$ cat src/design/vote_consent_coordinator_assert.svh
// Assertion macros used by the coordinator engine RTL.
`ifndef VOTE_CONSENT_COORDINATOR_ASSERT_SVH
`define VOTE_CONSENT_COORDINATOR_ASSERT_SVH

// Same-cycle implication, checked outside reset.
`define VCC_ASSERT_IMPL(label, clk, rst, ante, cons) \
   label: assert property (@(posedge clk) disable iff (rst) (ante) |-> (cons)) \
      else $error("vcc assertion failed");

// Next-cycle implication, checked outside reset.
`define VCC_ASSERT_NEXT(label, clk, rst, ante, cons) \
   label: assert property (@(posedge clk) disable iff (rst) (ante) |=> (cons)) \
      else $error("vcc assertion failed");

`endif

$ cat src/design/vcc_pkg.sv
package vcc_pkg;

   localparam int MAX_VOTERS = 16;
   localparam int TIME_W     = 32;
   localparam int RETRY_W    = 16;
   localparam int TALLY_W    = 5;
   localparam int ID_W       = 32;
   localparam int CSR_IDX_W  = 3;
   localparam int CSR_DATA_W = 32;

   typedef enum logic [2:0] {
      CMD_START  = 3'd0,
      CMD_FORCE  = 3'd1,
      CMD_CANCEL = 3'd2,
      CMD_VOTE   = 3'd3,
      CMD_TICK   = 3'd4
   } cmd_type;

   typedef enum logic [1:0] {
      VOTE_MISSING = 2'd0,
      VOTE_ALLOW   = 2'd1,
      VOTE_REJECT  = 2'd2,
      VOTE_DEFER   = 2'd3
   } vote_type;

   typedef enum logic [2:0] {
      EV_NONE   = 3'd0,
      EV_GRANT  = 3'd1,
      EV_REJECT = 3'd2,
      EV_DEFER  = 3'd3,
      EV_FAIL   = 3'd4,
      EV_CANCEL = 3'd5
   } event_type;

   typedef enum logic [2:0] {
      ER_NONE     = 3'd0,
      ER_ACTIVE   = 3'd1,
      ER_NOVOTERS = 3'd2,
      ER_TIMEOUT  = 3'd3,
      ER_RETRY    = 3'd4,
      ER_MISSING  = 3'd5,
      ER_CANCEL   = 3'd6,
      ER_NOTCOLL  = 3'd7
   } error_type;

   typedef enum logic [2:0] {
      PH_IDLE    = 3'd0,
      PH_COLLECT = 3'd1,
      PH_DEFER   = 3'd2,
      PH_GRANT   = 3'd3,
      PH_REJECT  = 3'd4,
      PH_FAIL    = 3'd5,
      PH_CANCEL  = 3'd6
   } phase_type;

   typedef enum logic [CSR_IDX_W-1:0] {
      REG_VOTER_COUNT   = 3'd0,
      REG_ALLOW_NO_VOTE = 3'd1,
      REG_TIMEOUT       = 3'd2,
      REG_MAX_RETRIES   = 3'd3,
      REG_MIN_DEFER     = 3'd4,
      REG_DEFAULT_DEFER = 3'd5,
      REG_MAX_DEFER     = 3'd6
   } reg_index_type;

   typedef struct packed {
      logic [TALLY_W-1:0] voter_count;
      logic               allow_without_voters;
      logic [TIME_W-1:0]  timeout_ms;
      logic [RETRY_W-1:0] max_retries;
      logic [TIME_W-1:0]  min_defer_ms;
      logic [TIME_W-1:0]  default_defer_ms;
      logic [TIME_W-1:0]  max_defer_ms;
   } cfg_type;

   // Registered command; the defer time is already clamped.
   typedef struct packed {
      cmd_type           cmd;
      vote_type          kind;
      logic [TIME_W-1:0] defer_ms;
   } item_type;

   typedef struct packed {
      event_type          event_res;
      error_type          error_code;
      phase_type          phase;
      logic [RETRY_W-1:0] retry_count;
      logic [TIME_W-1:0]  retry_after_ms;
      logic [TALLY_W-1:0] allow_votes;
      logic [TALLY_W-1:0] reject_votes;
      logic [TALLY_W-1:0] defer_votes;
      logic [ID_W-1:0]    request_number;
   } result_type;

   // Request identifiers wrap but never take the value zero.
   function automatic logic [ID_W-1:0] next_id(input logic [ID_W-1:0] v);
      return (v == '1) ? ID_W'(1) : v + ID_W'(1);
   endfunction

   function automatic logic [TALLY_W-1:0] sat_inc(input logic [TALLY_W-1:0] t);
      return (t == '1) ? t : t + TALLY_W'(1);
   endfunction

endpackage

$ cat src/design/vcc_csr.sv
module vcc_csr (
   input  logic                             clock,
   input  logic                             reset,
   input  logic                             csr_valid,
   output logic                             csr_ready,
   input  logic [vcc_pkg::CSR_IDX_W-1:0]    csr_index,
   input  logic [vcc_pkg::CSR_DATA_W-1:0]   csr_data,
   output vcc_pkg::cfg_type                 cfg
);

   vcc_pkg::cfg_type cfg_ff, cfg_in;

   assign csr_ready = 1'b1;
   assign cfg       = cfg_ff;

   always_comb begin
      cfg_in = cfg_ff;
      if (csr_valid) begin
         unique case (vcc_pkg::reg_index_type'(csr_index))
            vcc_pkg::REG_VOTER_COUNT:
               cfg_in.voter_count = csr_data[vcc_pkg::TALLY_W-1:0];
            vcc_pkg::REG_ALLOW_NO_VOTE: cfg_in.allow_without_voters = csr_data[0];
            vcc_pkg::REG_TIMEOUT:       cfg_in.timeout_ms = csr_data[vcc_pkg::TIME_W-1:0];
            vcc_pkg::REG_MAX_RETRIES:
               cfg_in.max_retries = csr_data[vcc_pkg::RETRY_W-1:0];
            vcc_pkg::REG_MIN_DEFER:     cfg_in.min_defer_ms = csr_data[vcc_pkg::TIME_W-1:0];
            vcc_pkg::REG_DEFAULT_DEFER:
               cfg_in.default_defer_ms = csr_data[vcc_pkg::TIME_W-1:0];
            vcc_pkg::REG_MAX_DEFER:     cfg_in.max_defer_ms = csr_data[vcc_pkg::TIME_W-1:0];
            default: ;
         endcase
      end
   end

   always_ff @(posedge clock) begin
      if (reset) begin
         cfg_ff.voter_count          <= '0;
         cfg_ff.allow_without_voters <= 1'b0;
         cfg_ff.timeout_ms           <= '0;
         cfg_ff.max_retries          <= vcc_pkg::RETRY_W'(3);
         cfg_ff.min_defer_ms         <= vcc_pkg::TIME_W'(100);
         cfg_ff.default_defer_ms     <= vcc_pkg::TIME_W'(1000);
         cfg_ff.max_defer_ms         <= vcc_pkg::TIME_W'(60000);
      end else begin
         cfg_ff <= cfg_in;
      end
   end

endmodule

$ cat src/design/vcc_intake.sv
module vcc_intake (
   input  logic                          clock,
   input  logic                          reset,
   input  logic                          req_valid,
   output logic                          req_ready,
   input  logic [2:0]                    req_cmd,
   input  logic [1:0]                    req_vote_kind,
   input  logic [vcc_pkg::TIME_W-1:0]    req_defer_ms,
   input  vcc_pkg::cfg_type              cfg,
   input  logic                          take,
   output logic                          item_valid,
   output vcc_pkg::item_type             item
);

   logic                      valid_ff, valid_in;
   vcc_pkg::item_type         item_ff, item_in;
   logic [vcc_pkg::TIME_W-1:0] clamp;
   logic                      load;

   // Clamp at capture: zero takes the default, then min, then max wins.
   always_comb begin
      clamp = (req_defer_ms == '0) ? cfg.default_defer_ms : req_defer_ms;
      if (clamp < cfg.min_defer_ms) begin
         clamp = cfg.min_defer_ms;
      end
      if (clamp > cfg.max_defer_ms) begin
         clamp = cfg.max_defer_ms;
      end
   end

   assign req_ready = !valid_ff || take;
   assign load      = req_valid && req_ready;

   always_comb begin
      item_in.cmd      = vcc_pkg::cmd_type'(req_cmd);
      item_in.kind     = vcc_pkg::vote_type'(req_vote_kind);
      item_in.defer_ms = clamp;
      valid_in         = load || (valid_ff && !take);
   end

   always_ff @(posedge clock) begin
      if (reset) begin
         valid_ff <= 1'b0;
      end else begin
         valid_ff <= valid_in;
      end
   end

   always_ff @(posedge clock) begin
      if (load) begin
         item_ff <= item_in;
      end
   end

   assign item_valid = valid_ff;
   assign item       = item_ff;

endmodule

$ cat src/design/vcc_engine.sv
module vcc_engine (
   input  logic                 clock,
   input  logic                 reset,
   input  vcc_pkg::cfg_type     cfg,
   input  logic                 item_valid,
   input  vcc_pkg::item_type    item,
   output logic                 take,
   output logic                 rsp_valid,
   input  logic                 rsp_ready,
   output vcc_pkg::result_type  rsp
);

   `include "vote_consent_coordinator_assert.svh"

   vcc_pkg::phase_type              phase_ff, phase_in;
   logic [vcc_pkg::TIME_W-1:0]      now_ff, now_in;
   logic [vcc_pkg::TIME_W-1:0]      start_ff, start_in;
   logic [vcc_pkg::TIME_W-1:0]      due_ff, due_in;
   logic [vcc_pkg::TIME_W-1:0]      dmax_ff, dmax_in;
   logic [vcc_pkg::RETRY_W-1:0]     retries_ff, retries_in;
   logic [vcc_pkg::TALLY_W-1:0]     seen_ff, seen_in;
   logic [vcc_pkg::TALLY_W-1:0]     allow_ff, allow_in;
   logic [vcc_pkg::TALLY_W-1:0]     rej_ff, rej_in;
   logic [vcc_pkg::TALLY_W-1:0]     defer_ff, defer_in;
   logic [vcc_pkg::ID_W-1:0]        ctr_ff, ctr_in;
   logic                            rsp_valid_ff, rsp_valid_in;
   vcc_pkg::result_type             rsp_ff, rsp_in;

   // Working values after the command, before a finish clears them.
   vcc_pkg::phase_type              ph_w;
   logic [vcc_pkg::TIME_W-1:0]      start_w, due_w, dmax_w, elapsed, since_due;
   logic [vcc_pkg::RETRY_W-1:0]     retries_w;
   logic [vcc_pkg::TALLY_W-1:0]     seen_w, allow_w, rej_w, defer_w, voters;
   logic [vcc_pkg::ID_W-1:0]        ctr_w;
   logic                            active, begin_rnd, fin;
   vcc_pkg::phase_type              fin_ph;
   vcc_pkg::event_type              ev;
   vcc_pkg::error_type              err;

   assign take   = item_valid && (!rsp_valid_ff || rsp_ready);
   assign active = (phase_ff == vcc_pkg::PH_COLLECT) || (phase_ff == vcc_pkg::PH_DEFER);
   assign voters = (32'(cfg.voter_count) > vcc_pkg::MAX_VOTERS) ?
                   vcc_pkg::TALLY_W'(vcc_pkg::MAX_VOTERS) : cfg.voter_count;

   // Next state
   always_comb begin
      ph_w      = phase_ff;
      now_in    = now_ff;
      start_w   = start_ff;
      due_w     = due_ff;
      dmax_w    = dmax_ff;
      retries_w = retries_ff;
      seen_w    = seen_ff;
      allow_w   = allow_ff;
      rej_w     = rej_ff;
      defer_w   = defer_ff;
      ctr_w     = ctr_ff;
      begin_rnd = 1'b0;
      fin       = 1'b0;
      fin_ph    = vcc_pkg::PH_IDLE;
      ev        = vcc_pkg::EV_NONE;
      err       = vcc_pkg::ER_NONE;
      elapsed   = now_ff + vcc_pkg::TIME_W'(1) - start_ff;
      since_due = now_ff + vcc_pkg::TIME_W'(1) - due_ff;

      unique case (item.cmd) inside
         vcc_pkg::CMD_START, vcc_pkg::CMD_FORCE: begin
            if (active) begin
               err = vcc_pkg::ER_ACTIVE;
            end else begin
               ctr_w     = vcc_pkg::next_id(ctr_ff);
               due_w     = '0;
               dmax_w    = '0;
               retries_w = '0;
               seen_w    = '0;
               allow_w   = '0;
               rej_w     = '0;
               defer_w   = '0;
               if (item.cmd == vcc_pkg::CMD_START) begin
                  ph_w      = vcc_pkg::PH_COLLECT;
                  start_w   = now_ff;
                  begin_rnd = 1'b1;
               end else begin
                  start_w = '0;
                  fin     = 1'b1;
                  fin_ph  = vcc_pkg::PH_GRANT;
                  ev      = vcc_pkg::EV_GRANT;
               end
            end
         end
         vcc_pkg::CMD_CANCEL: begin
            if (active) begin
               fin    = 1'b1;
               fin_ph = vcc_pkg::PH_CANCEL;
               ev     = vcc_pkg::EV_CANCEL;
               err    = vcc_pkg::ER_CANCEL;
            end
         end
         vcc_pkg::CMD_VOTE: begin
            if (phase_ff != vcc_pkg::PH_COLLECT) begin
               err = vcc_pkg::ER_NOTCOLL;
            end else if (item.kind == vcc_pkg::VOTE_MISSING) begin
               fin    = 1'b1;
               fin_ph = vcc_pkg::PH_FAIL;
               ev     = vcc_pkg::EV_FAIL;
               err    = vcc_pkg::ER_MISSING;
            end else begin
               case (item.kind)
                  vcc_pkg::VOTE_ALLOW:  allow_w = vcc_pkg::sat_inc(allow_ff);
                  vcc_pkg::VOTE_REJECT: rej_w   = vcc_pkg::sat_inc(rej_ff);
                  default: begin
                     defer_w = vcc_pkg::sat_inc(defer_ff);
                     if (item.defer_ms > dmax_ff) begin
                        dmax_w = item.defer_ms;
                     end
                  end
               endcase
               seen_w = vcc_pkg::sat_inc(seen_ff);
               // round judged once every expected vote is in
               if (seen_w >= voters) begin
                  if (rej_w != '0) begin
                     fin    = 1'b1;
                     fin_ph = vcc_pkg::PH_REJECT;
                     ev     = vcc_pkg::EV_REJECT;
                  end else if (defer_w != '0) begin
                     if (retries_ff >= cfg.max_retries) begin
                        fin    = 1'b1;
                        fin_ph = vcc_pkg::PH_FAIL;
                        ev     = vcc_pkg::EV_FAIL;
                        err    = vcc_pkg::ER_RETRY;
                     end else begin
                        retries_w = retries_ff + vcc_pkg::RETRY_W'(1);
                        ph_w      = vcc_pkg::PH_DEFER;
                        due_w     = now_ff + dmax_w;
                        ev        = vcc_pkg::EV_DEFER;
                     end
                  end else begin
                     fin    = 1'b1;
                     fin_ph = vcc_pkg::PH_GRANT;
                     ev     = vcc_pkg::EV_GRANT;
                  end
               end
            end
         end
         vcc_pkg::CMD_TICK: begin
            now_in = now_ff + vcc_pkg::TIME_W'(1);
            if (active) begin
               if ((cfg.timeout_ms != '0) && (elapsed >= cfg.timeout_ms)) begin
                  fin    = 1'b1;
                  fin_ph = vcc_pkg::PH_FAIL;
                  ev     = vcc_pkg::EV_FAIL;
                  err    = vcc_pkg::ER_TIMEOUT;
               end else if ((phase_ff == vcc_pkg::PH_DEFER) &&
                            !since_due[vcc_pkg::TIME_W-1]) begin
                  ph_w      = vcc_pkg::PH_COLLECT;
                  begin_rnd = 1'b1;
               end
            end
         end
         default: ;
      endcase

      // new round: zero voters settles it at once
      if (begin_rnd) begin
         if (voters == '0) begin
            fin = 1'b1;
            if (cfg.allow_without_voters) begin
               fin_ph = vcc_pkg::PH_GRANT;
               ev     = vcc_pkg::EV_GRANT;
            end else begin
               fin_ph = vcc_pkg::PH_FAIL;
               ev     = vcc_pkg::EV_FAIL;
               err    = vcc_pkg::ER_NOVOTERS;
            end
         end else begin
            seen_w  = '0;
            allow_w = '0;
            rej_w   = '0;
            defer_w = '0;
            dmax_w  = '0;
         end
      end

      if (fin) begin
         phase_in   = fin_ph;
         ctr_in     = vcc_pkg::next_id(ctr_w);
         start_in   = '0;
         due_in     = '0;
         dmax_in    = '0;
         retries_in = '0;
         seen_in    = '0;
         allow_in   = '0;
         rej_in     = '0;
         defer_in   = '0;
      end else begin
         phase_in   = ph_w;
         ctr_in     = ctr_w;
         start_in   = start_w;
         due_in     = due_w;
         dmax_in    = dmax_w;
         retries_in = retries_w;
         seen_in    = seen_w;
         allow_in   = allow_w;
         rej_in     = rej_w;
         defer_in   = defer_w;
      end
   end

   // Outputs: values seen just before any clearing
   always_comb begin
      rsp_in.event_res      = ev;
      rsp_in.error_code     = err;
      rsp_in.phase          = fin ? fin_ph : ph_w;
      rsp_in.retry_count    = retries_w;
      rsp_in.retry_after_ms = dmax_w;
      rsp_in.allow_votes    = allow_w;
      rsp_in.reject_votes   = rej_w;
      rsp_in.defer_votes    = defer_w;
      rsp_in.request_number = ctr_w;
      rsp_valid_in          = take || (rsp_valid_ff && !rsp_ready);
   end

   always_ff @(posedge clock) begin
      if (reset) begin
         phase_ff     <= vcc_pkg::PH_IDLE;
         now_ff       <= '0;
         start_ff     <= '0;
         due_ff       <= '0;
         dmax_ff      <= '0;
         retries_ff   <= '0;
         seen_ff      <= '0;
         allow_ff     <= '0;
         rej_ff       <= '0;
         defer_ff     <= '0;
         ctr_ff       <= vcc_pkg::ID_W'(1);
         rsp_valid_ff <= 1'b0;
      end else begin
         rsp_valid_ff <= rsp_valid_in;
         if (take) begin
            phase_ff   <= phase_in;
            now_ff     <= now_in;
            start_ff   <= start_in;
            due_ff     <= due_in;
            dmax_ff    <= dmax_in;
            retries_ff <= retries_in;
            seen_ff    <= seen_in;
            allow_ff   <= allow_in;
            rej_ff     <= rej_in;
            defer_ff   <= defer_in;
            ctr_ff     <= ctr_in;
         end
      end
   end

   always_ff @(posedge clock) begin
      if (take) begin
         rsp_ff <= rsp_in;
      end
   end

   assign rsp_valid = rsp_valid_ff;
   assign rsp       = rsp_ff;

   `VCC_ASSERT_IMPL(a_id_nonzero, clock, reset, 1'b1, ctr_ff != '0)
   `VCC_ASSERT_IMPL(a_idle_clear, clock, reset, !active,
      (allow_ff == '0) && (rej_ff == '0) && (defer_ff == '0) && (retries_ff == '0))
   `VCC_ASSERT_NEXT(a_final_closes, clock, reset,
      take && fin, !((phase_ff == vcc_pkg::PH_COLLECT) || (phase_ff == vcc_pkg::PH_DEFER)))
   `VCC_ASSERT_NEXT(a_defer_waits, clock, reset,
      take && (ev == vcc_pkg::EV_DEFER), phase_ff == vcc_pkg::PH_DEFER)

endmodule

$ cat src/design/vote_consent_coordinator.sv
// Channel  | Ports                                   | Direction | Moves
// ---------+-----------------------------------------+-----------+-----------------------------
// req      | req_valid/ready, cmd, vote_kind, defer  | in        | one command transaction
// rsp      | rsp_valid/ready, event .. request_number| out       | one result per command
// csr      | csr_valid/ready, csr_index, csr_data    | in        | one register write
//
// From req acceptance to rsp_valid, the input register captures at the accepting
// edge (defer clamp done on capture) and the result register loads when the
// engine takes the item. Throughput is one transaction per cycle while rsp is
// not stalled; vcc_engine updates all request state as it takes each item.
// Reset (synchronous, active high) empties both stages and loads register
// defaults. A stalled rsp holds the result; req keeps flowing while the input
// register can drain into the free result register.
module vote_consent_coordinator (
   input  logic                           clock,
   input  logic                           reset,
   // command channel
   input  logic                           req_valid,
   output logic                           req_ready,
   input  logic [2:0]                     req_cmd,
   input  logic [1:0]                     req_vote_kind,
   input  logic [31:0]                    req_defer_ms,
   // result channel
   output logic                           rsp_valid,
   input  logic                           rsp_ready,
   output logic [2:0]                     rsp_event_res,
   output logic [2:0]                     rsp_error_code,
   output logic [2:0]                     rsp_phase,
   output logic [15:0]                    rsp_retry_count,
   output logic [31:0]                    rsp_retry_after_ms,
   output logic [4:0]                     rsp_allow_votes,
   output logic [4:0]                     rsp_reject_votes,
   output logic [4:0]                     rsp_defer_votes,
   output logic [31:0]                    rsp_request_number,
   // register writes
   input  logic                           csr_valid,
   output logic                           csr_ready,
   input  logic [vcc_pkg::CSR_IDX_W-1:0]  csr_index,
   input  logic [vcc_pkg::CSR_DATA_W-1:0] csr_data
);

   vcc_pkg::cfg_type    cfg;
   vcc_pkg::item_type   item;
   vcc_pkg::result_type rsp;
   logic                item_valid;
   logic                take;

   // configuration registers
   vcc_csr u_csr (
      .clock     (clock),
      .reset     (reset),
      .csr_valid (csr_valid),
      .csr_ready (csr_ready),
      .csr_index (csr_index),
      .csr_data  (csr_data),
      .cfg       (cfg)
   );

   // input register; the defer time is clamped against the live config here
   vcc_intake u_intake (
      .clock         (clock),
      .reset         (reset),
      .req_valid     (req_valid),
      .req_ready     (req_ready),
      .req_cmd       (req_cmd),
      .req_vote_kind (req_vote_kind),
      .req_defer_ms  (req_defer_ms),
      .cfg           (cfg),
      .take          (take),
      .item_valid    (item_valid),
      .item          (item)
   );

   // request state, round judging and the result register
   vcc_engine u_engine (
      .clock      (clock),
      .reset      (reset),
      .cfg        (cfg),
      .item_valid (item_valid),
      .item       (item),
      .take       (take),
      .rsp_valid  (rsp_valid),
      .rsp_ready  (rsp_ready),
      .rsp        (rsp)
   );

   assign rsp_event_res      = rsp.event_res;
   assign rsp_error_code     = rsp.error_code;
   assign rsp_phase          = rsp.phase;
   assign rsp_retry_count    = rsp.retry_count;
   assign rsp_retry_after_ms = rsp.retry_after_ms;
   assign rsp_allow_votes    = rsp.allow_votes;
   assign rsp_reject_votes   = rsp.reject_votes;
   assign rsp_defer_votes    = rsp.defer_votes;
   assign rsp_request_number = rsp.request_number;

endmodule
$ cat config.mk
export PLATFORM = sky130hd
export DESIGN_NAME = vote_consent_coordinator
export DESIGN_NICKNAME = d
export VERILOG_FILES = /design/src/design/vcc_pkg.sv /design/src/design/vcc_csr.sv /design/src/design/vcc_intake.sv /design/src/design/vcc_engine.sv /design/src/design/vote_consent_coordinator.sv
export VERILOG_INCLUDE_DIRS = /design/src /design/src/design
export SDC_FILE = /design/constraint.sdc
export NUM_CORES = 2
export LEC_CHECK = 0
export ABC_AREA = 1
export BUFFER_PORTS_ARGS = -buffer_cell sky130_fd_sc_hd__buf_2
export CAP_MARGIN = 5
export CORE_ASPECT_RATIO = 1.1
export CORE_UTILIZATION = 24
export CTS_CLUSTER_DIAMETER = 30
export DETAILED_ROUTE_END_ITERATION = 10
export PLACE_DENSITY = 0.44
export SLEW_MARGIN = 20
export SYNTH_ARGS = -nofsm -noshare
export SYNTH_HDL_FRONTEND = slang
export SYNTH_SLANG_ARGS = --single-unit
$ cat constraint.sdc
create_clock -name clock -period 11.7 [get_ports clock]
set_clock_uncertainty 0.05 [all_clocks]
set_input_delay 1.755 -clock clock [delete_from_list [all_inputs] [get_ports clock]]
set_output_delay 1.755 -clock clock [all_outputs]
set_load 0.02 [all_outputs]
==> metrics.txt <==
drt first-iter violations=roughly 1800; Peak VDD IR=between 0.1 and 0.15 mV; RSZ-0062 raised after global routing=no; static leakage power=approximately 17 nW; gr usage total=0.164; final hold violation count=0; Setup WS post-layout=around 3.7 ns; vias in the first global route=28973; Worst-Margin Slew=around 1.0 ns; chip width=348 µm; critical path required time=about 12 ns; met2 WL post-DR=about 48 mm; pin count of the biggest net entering global routing=about 170; Cell Pwr Density=175 mW/mm²; area grow syn2layout=24.7%; critical path peak fanout=54; io pins=between 150 and 200; Cells after Synth=~4500; Crit Path Class=register to register; Max Cap Viol=0; Synth top area share=0.222; # hold bufs at CTS=0; Die Span Y=383 µm; Post-CTS Setup Bufs=0; core area=0.131 mm²; DP Wirelength=a little over 80 mm; met3 wire length=between 4 and 5 mm; grt total ovfl=0; pre-CTS WS=about 3.3 ns; die area=between 0.1 and 0.15 mm²; drt drc=0; Post-Syn Area per Cell=about 7.0 µm²; Root Driver=clkbuf_16; CTS clk-pin slew, worst paths=roughly 0.04 ns; setup TNS=0 ns; drt wl/cell=roughly 17 µm; critical path's most frequent cell=a21oi_1; clock sinks=492; Distinct cells, synth=60; hold crit path type=register to register; Top Metal Used=met4; # resized after CTS=0; Slew Limit Headroom=0.317; Initial Util=0.242; CTS Buf Count=around 150; clk_lat worst skew=~0.73 ns; vias per inst=between 4 and 5; commonest non-fill, non-tap cells in the layout=nand2_1, inv_1, a21oi_1, nor2_1, dfxtp_1; Max stage delay on crit path=approximately 0.67 ns; routability cong.=0.885; top cells by area, synth=dfxtp_1, edfxtp_1, nand2_1; Crit-path slowest cell=a21boi_0; initial antenna violation count=4; number of H-tree levels=4; most common cell after layout, fill and taps aside=nand2_1; first-pass GRT wire length=170 mm; yosys warns=0; final wirelength=110 mm; Seq cells post-synth=492; via count=29914; drt pass-1 iters=7; layout cells sized above 1=0.107; Routed Antenna Nets=0; FILL cells=around 14000; Startpoint Class=register; Post-synth ARST share=0; Synth Net Count=~4900; TritonCTS clock tree=done; Clock Path Buffers=3; port bufs=about 180; top_reg_cell synth=dfxtp_1; Tot Pwr=roughly 6.9 mW; register area share after synthesis=0.356; count of final max-slew check failures=0; M1 WL=55.3 mm; num rows=about 140; status=completed; Fmax=approximately 130 MHz; Worst Path Arrival=between 8 and 9 ns; Mapped Area=about 0.032 mm²; crit path time final=around 8.0 ns; EDFF count, synth=approximately 140; Final Cycle Share=0.680; Hold Slack=0.409 ns; net count reported at finish=a little over 5000; setup violators final=0; Synth area leader=dfxtp_1; crit end category=register
## cell type report
type,instances,area [µm²],area share
antenna,1,2.50,0.0000635
clock buffer,201,4190,0.106
sequential,492,11300,0.286
clock inverter,79,957,0.0243
multi-input combinational,3256,17400,0.441
inverter,618,2330,0.0592
tap,1762,2200,0.0559
timing repair buffer,207,1100,0.0280
## synthesized netlist by cell type, types with 34 or more instances
cell,number
dfxtp_1,351
buf_2,34
ha_1,251
edfxtp_1,141
nand3_1,253
a21oi_1,514
o21ai_0,291
xor2_1,60
nand2_1,1117
nand4_1,98
nor2_1,378
nor3_1,36
clkbuf_1,119
inv_1,608
## through the flow
stage                     cells   util  area [µm²]
final                      6616  0.302       39400
after global routing       6616  0.302       39400
after CTS                  6615  0.302       39400
after detailed placement   6335  0.262       34300
after global placement     6335  0.262       34300
after floorplan            4530      -       31600
## report_power, final
group	switching [mW]	internal (mW)	leakage (nW)	total [mW]
clock network	1.24	2.85	2.51	4.09
registers	0.0607	1.83	4.16	1.89
logic	0.615	0.288	10.3	0.903
total	1.91	4.97	16.9	6.88
## path summary, 6_finish.rpt
| kind | start | end | slack, ns | depth (start not counted) |
|---|---|---|---|---|
| worst max register to register | u_engine.now_ff[0] | u_engine.dmax_ff[18] | 3.75 | 28 |
| worst min register to register | u_engine.due_ff[2] | u_engine.due_ff[2] | 0.41 | 2 |
| worst min-delay path | u_engine.due_ff[2] | u_engine.due_ff[2] | 0.41 | 2 |
| worst max-delay path | u_engine.now_ff[0] | u_engine.dmax_ff[18] | 3.75 | 28 |
## critical path: cells and delay by family, from the launching register on
family                     cells  cell delay (ns)
AOI/OAI and AO/OA             13             3.54
xor gates and xnor gates       2             0.50
adders and majority gates      3             0.82
buffers and inverters          1             0.46
DFF                            1             0.43
and+or+nand+nor                9             2.01
## state kept, by name, summed over array words and instances (netlist names), 5 cells and up
signal	cells
u_engine.rej_ff	5
u_engine.due_ff	32
u_engine.ctr_ff	32
u_engine.defer_ff	5
u_engine.allow_ff	5
u_csr.cfg	150
u_engine.seen_ff	5
u_intake.item	37
u_engine.dmax_ff	32
u_engine.retries_ff	16
u_engine.rsp	104
u_engine.now_ff	32
u_engine.start_ff	32
## layer usage
metal,track usage,vias up
met3,0.0277,164
met2,0.255,628
met5,0,-
met4,0.0534,0
li1,-,15385
met1,0.229,13737
## kinds of logic after synthesis
group / synth area share
and+or+nand+nor: 0.269
buffers and inverters: 0.0954
AOI/OAI and AO/OA: 0.156
other: 0.000119
DFF: 0.356
adders and majority gates: 0.101
xor gates and xnor gates: 0.0227
Power figures use the tool's default switching activity.
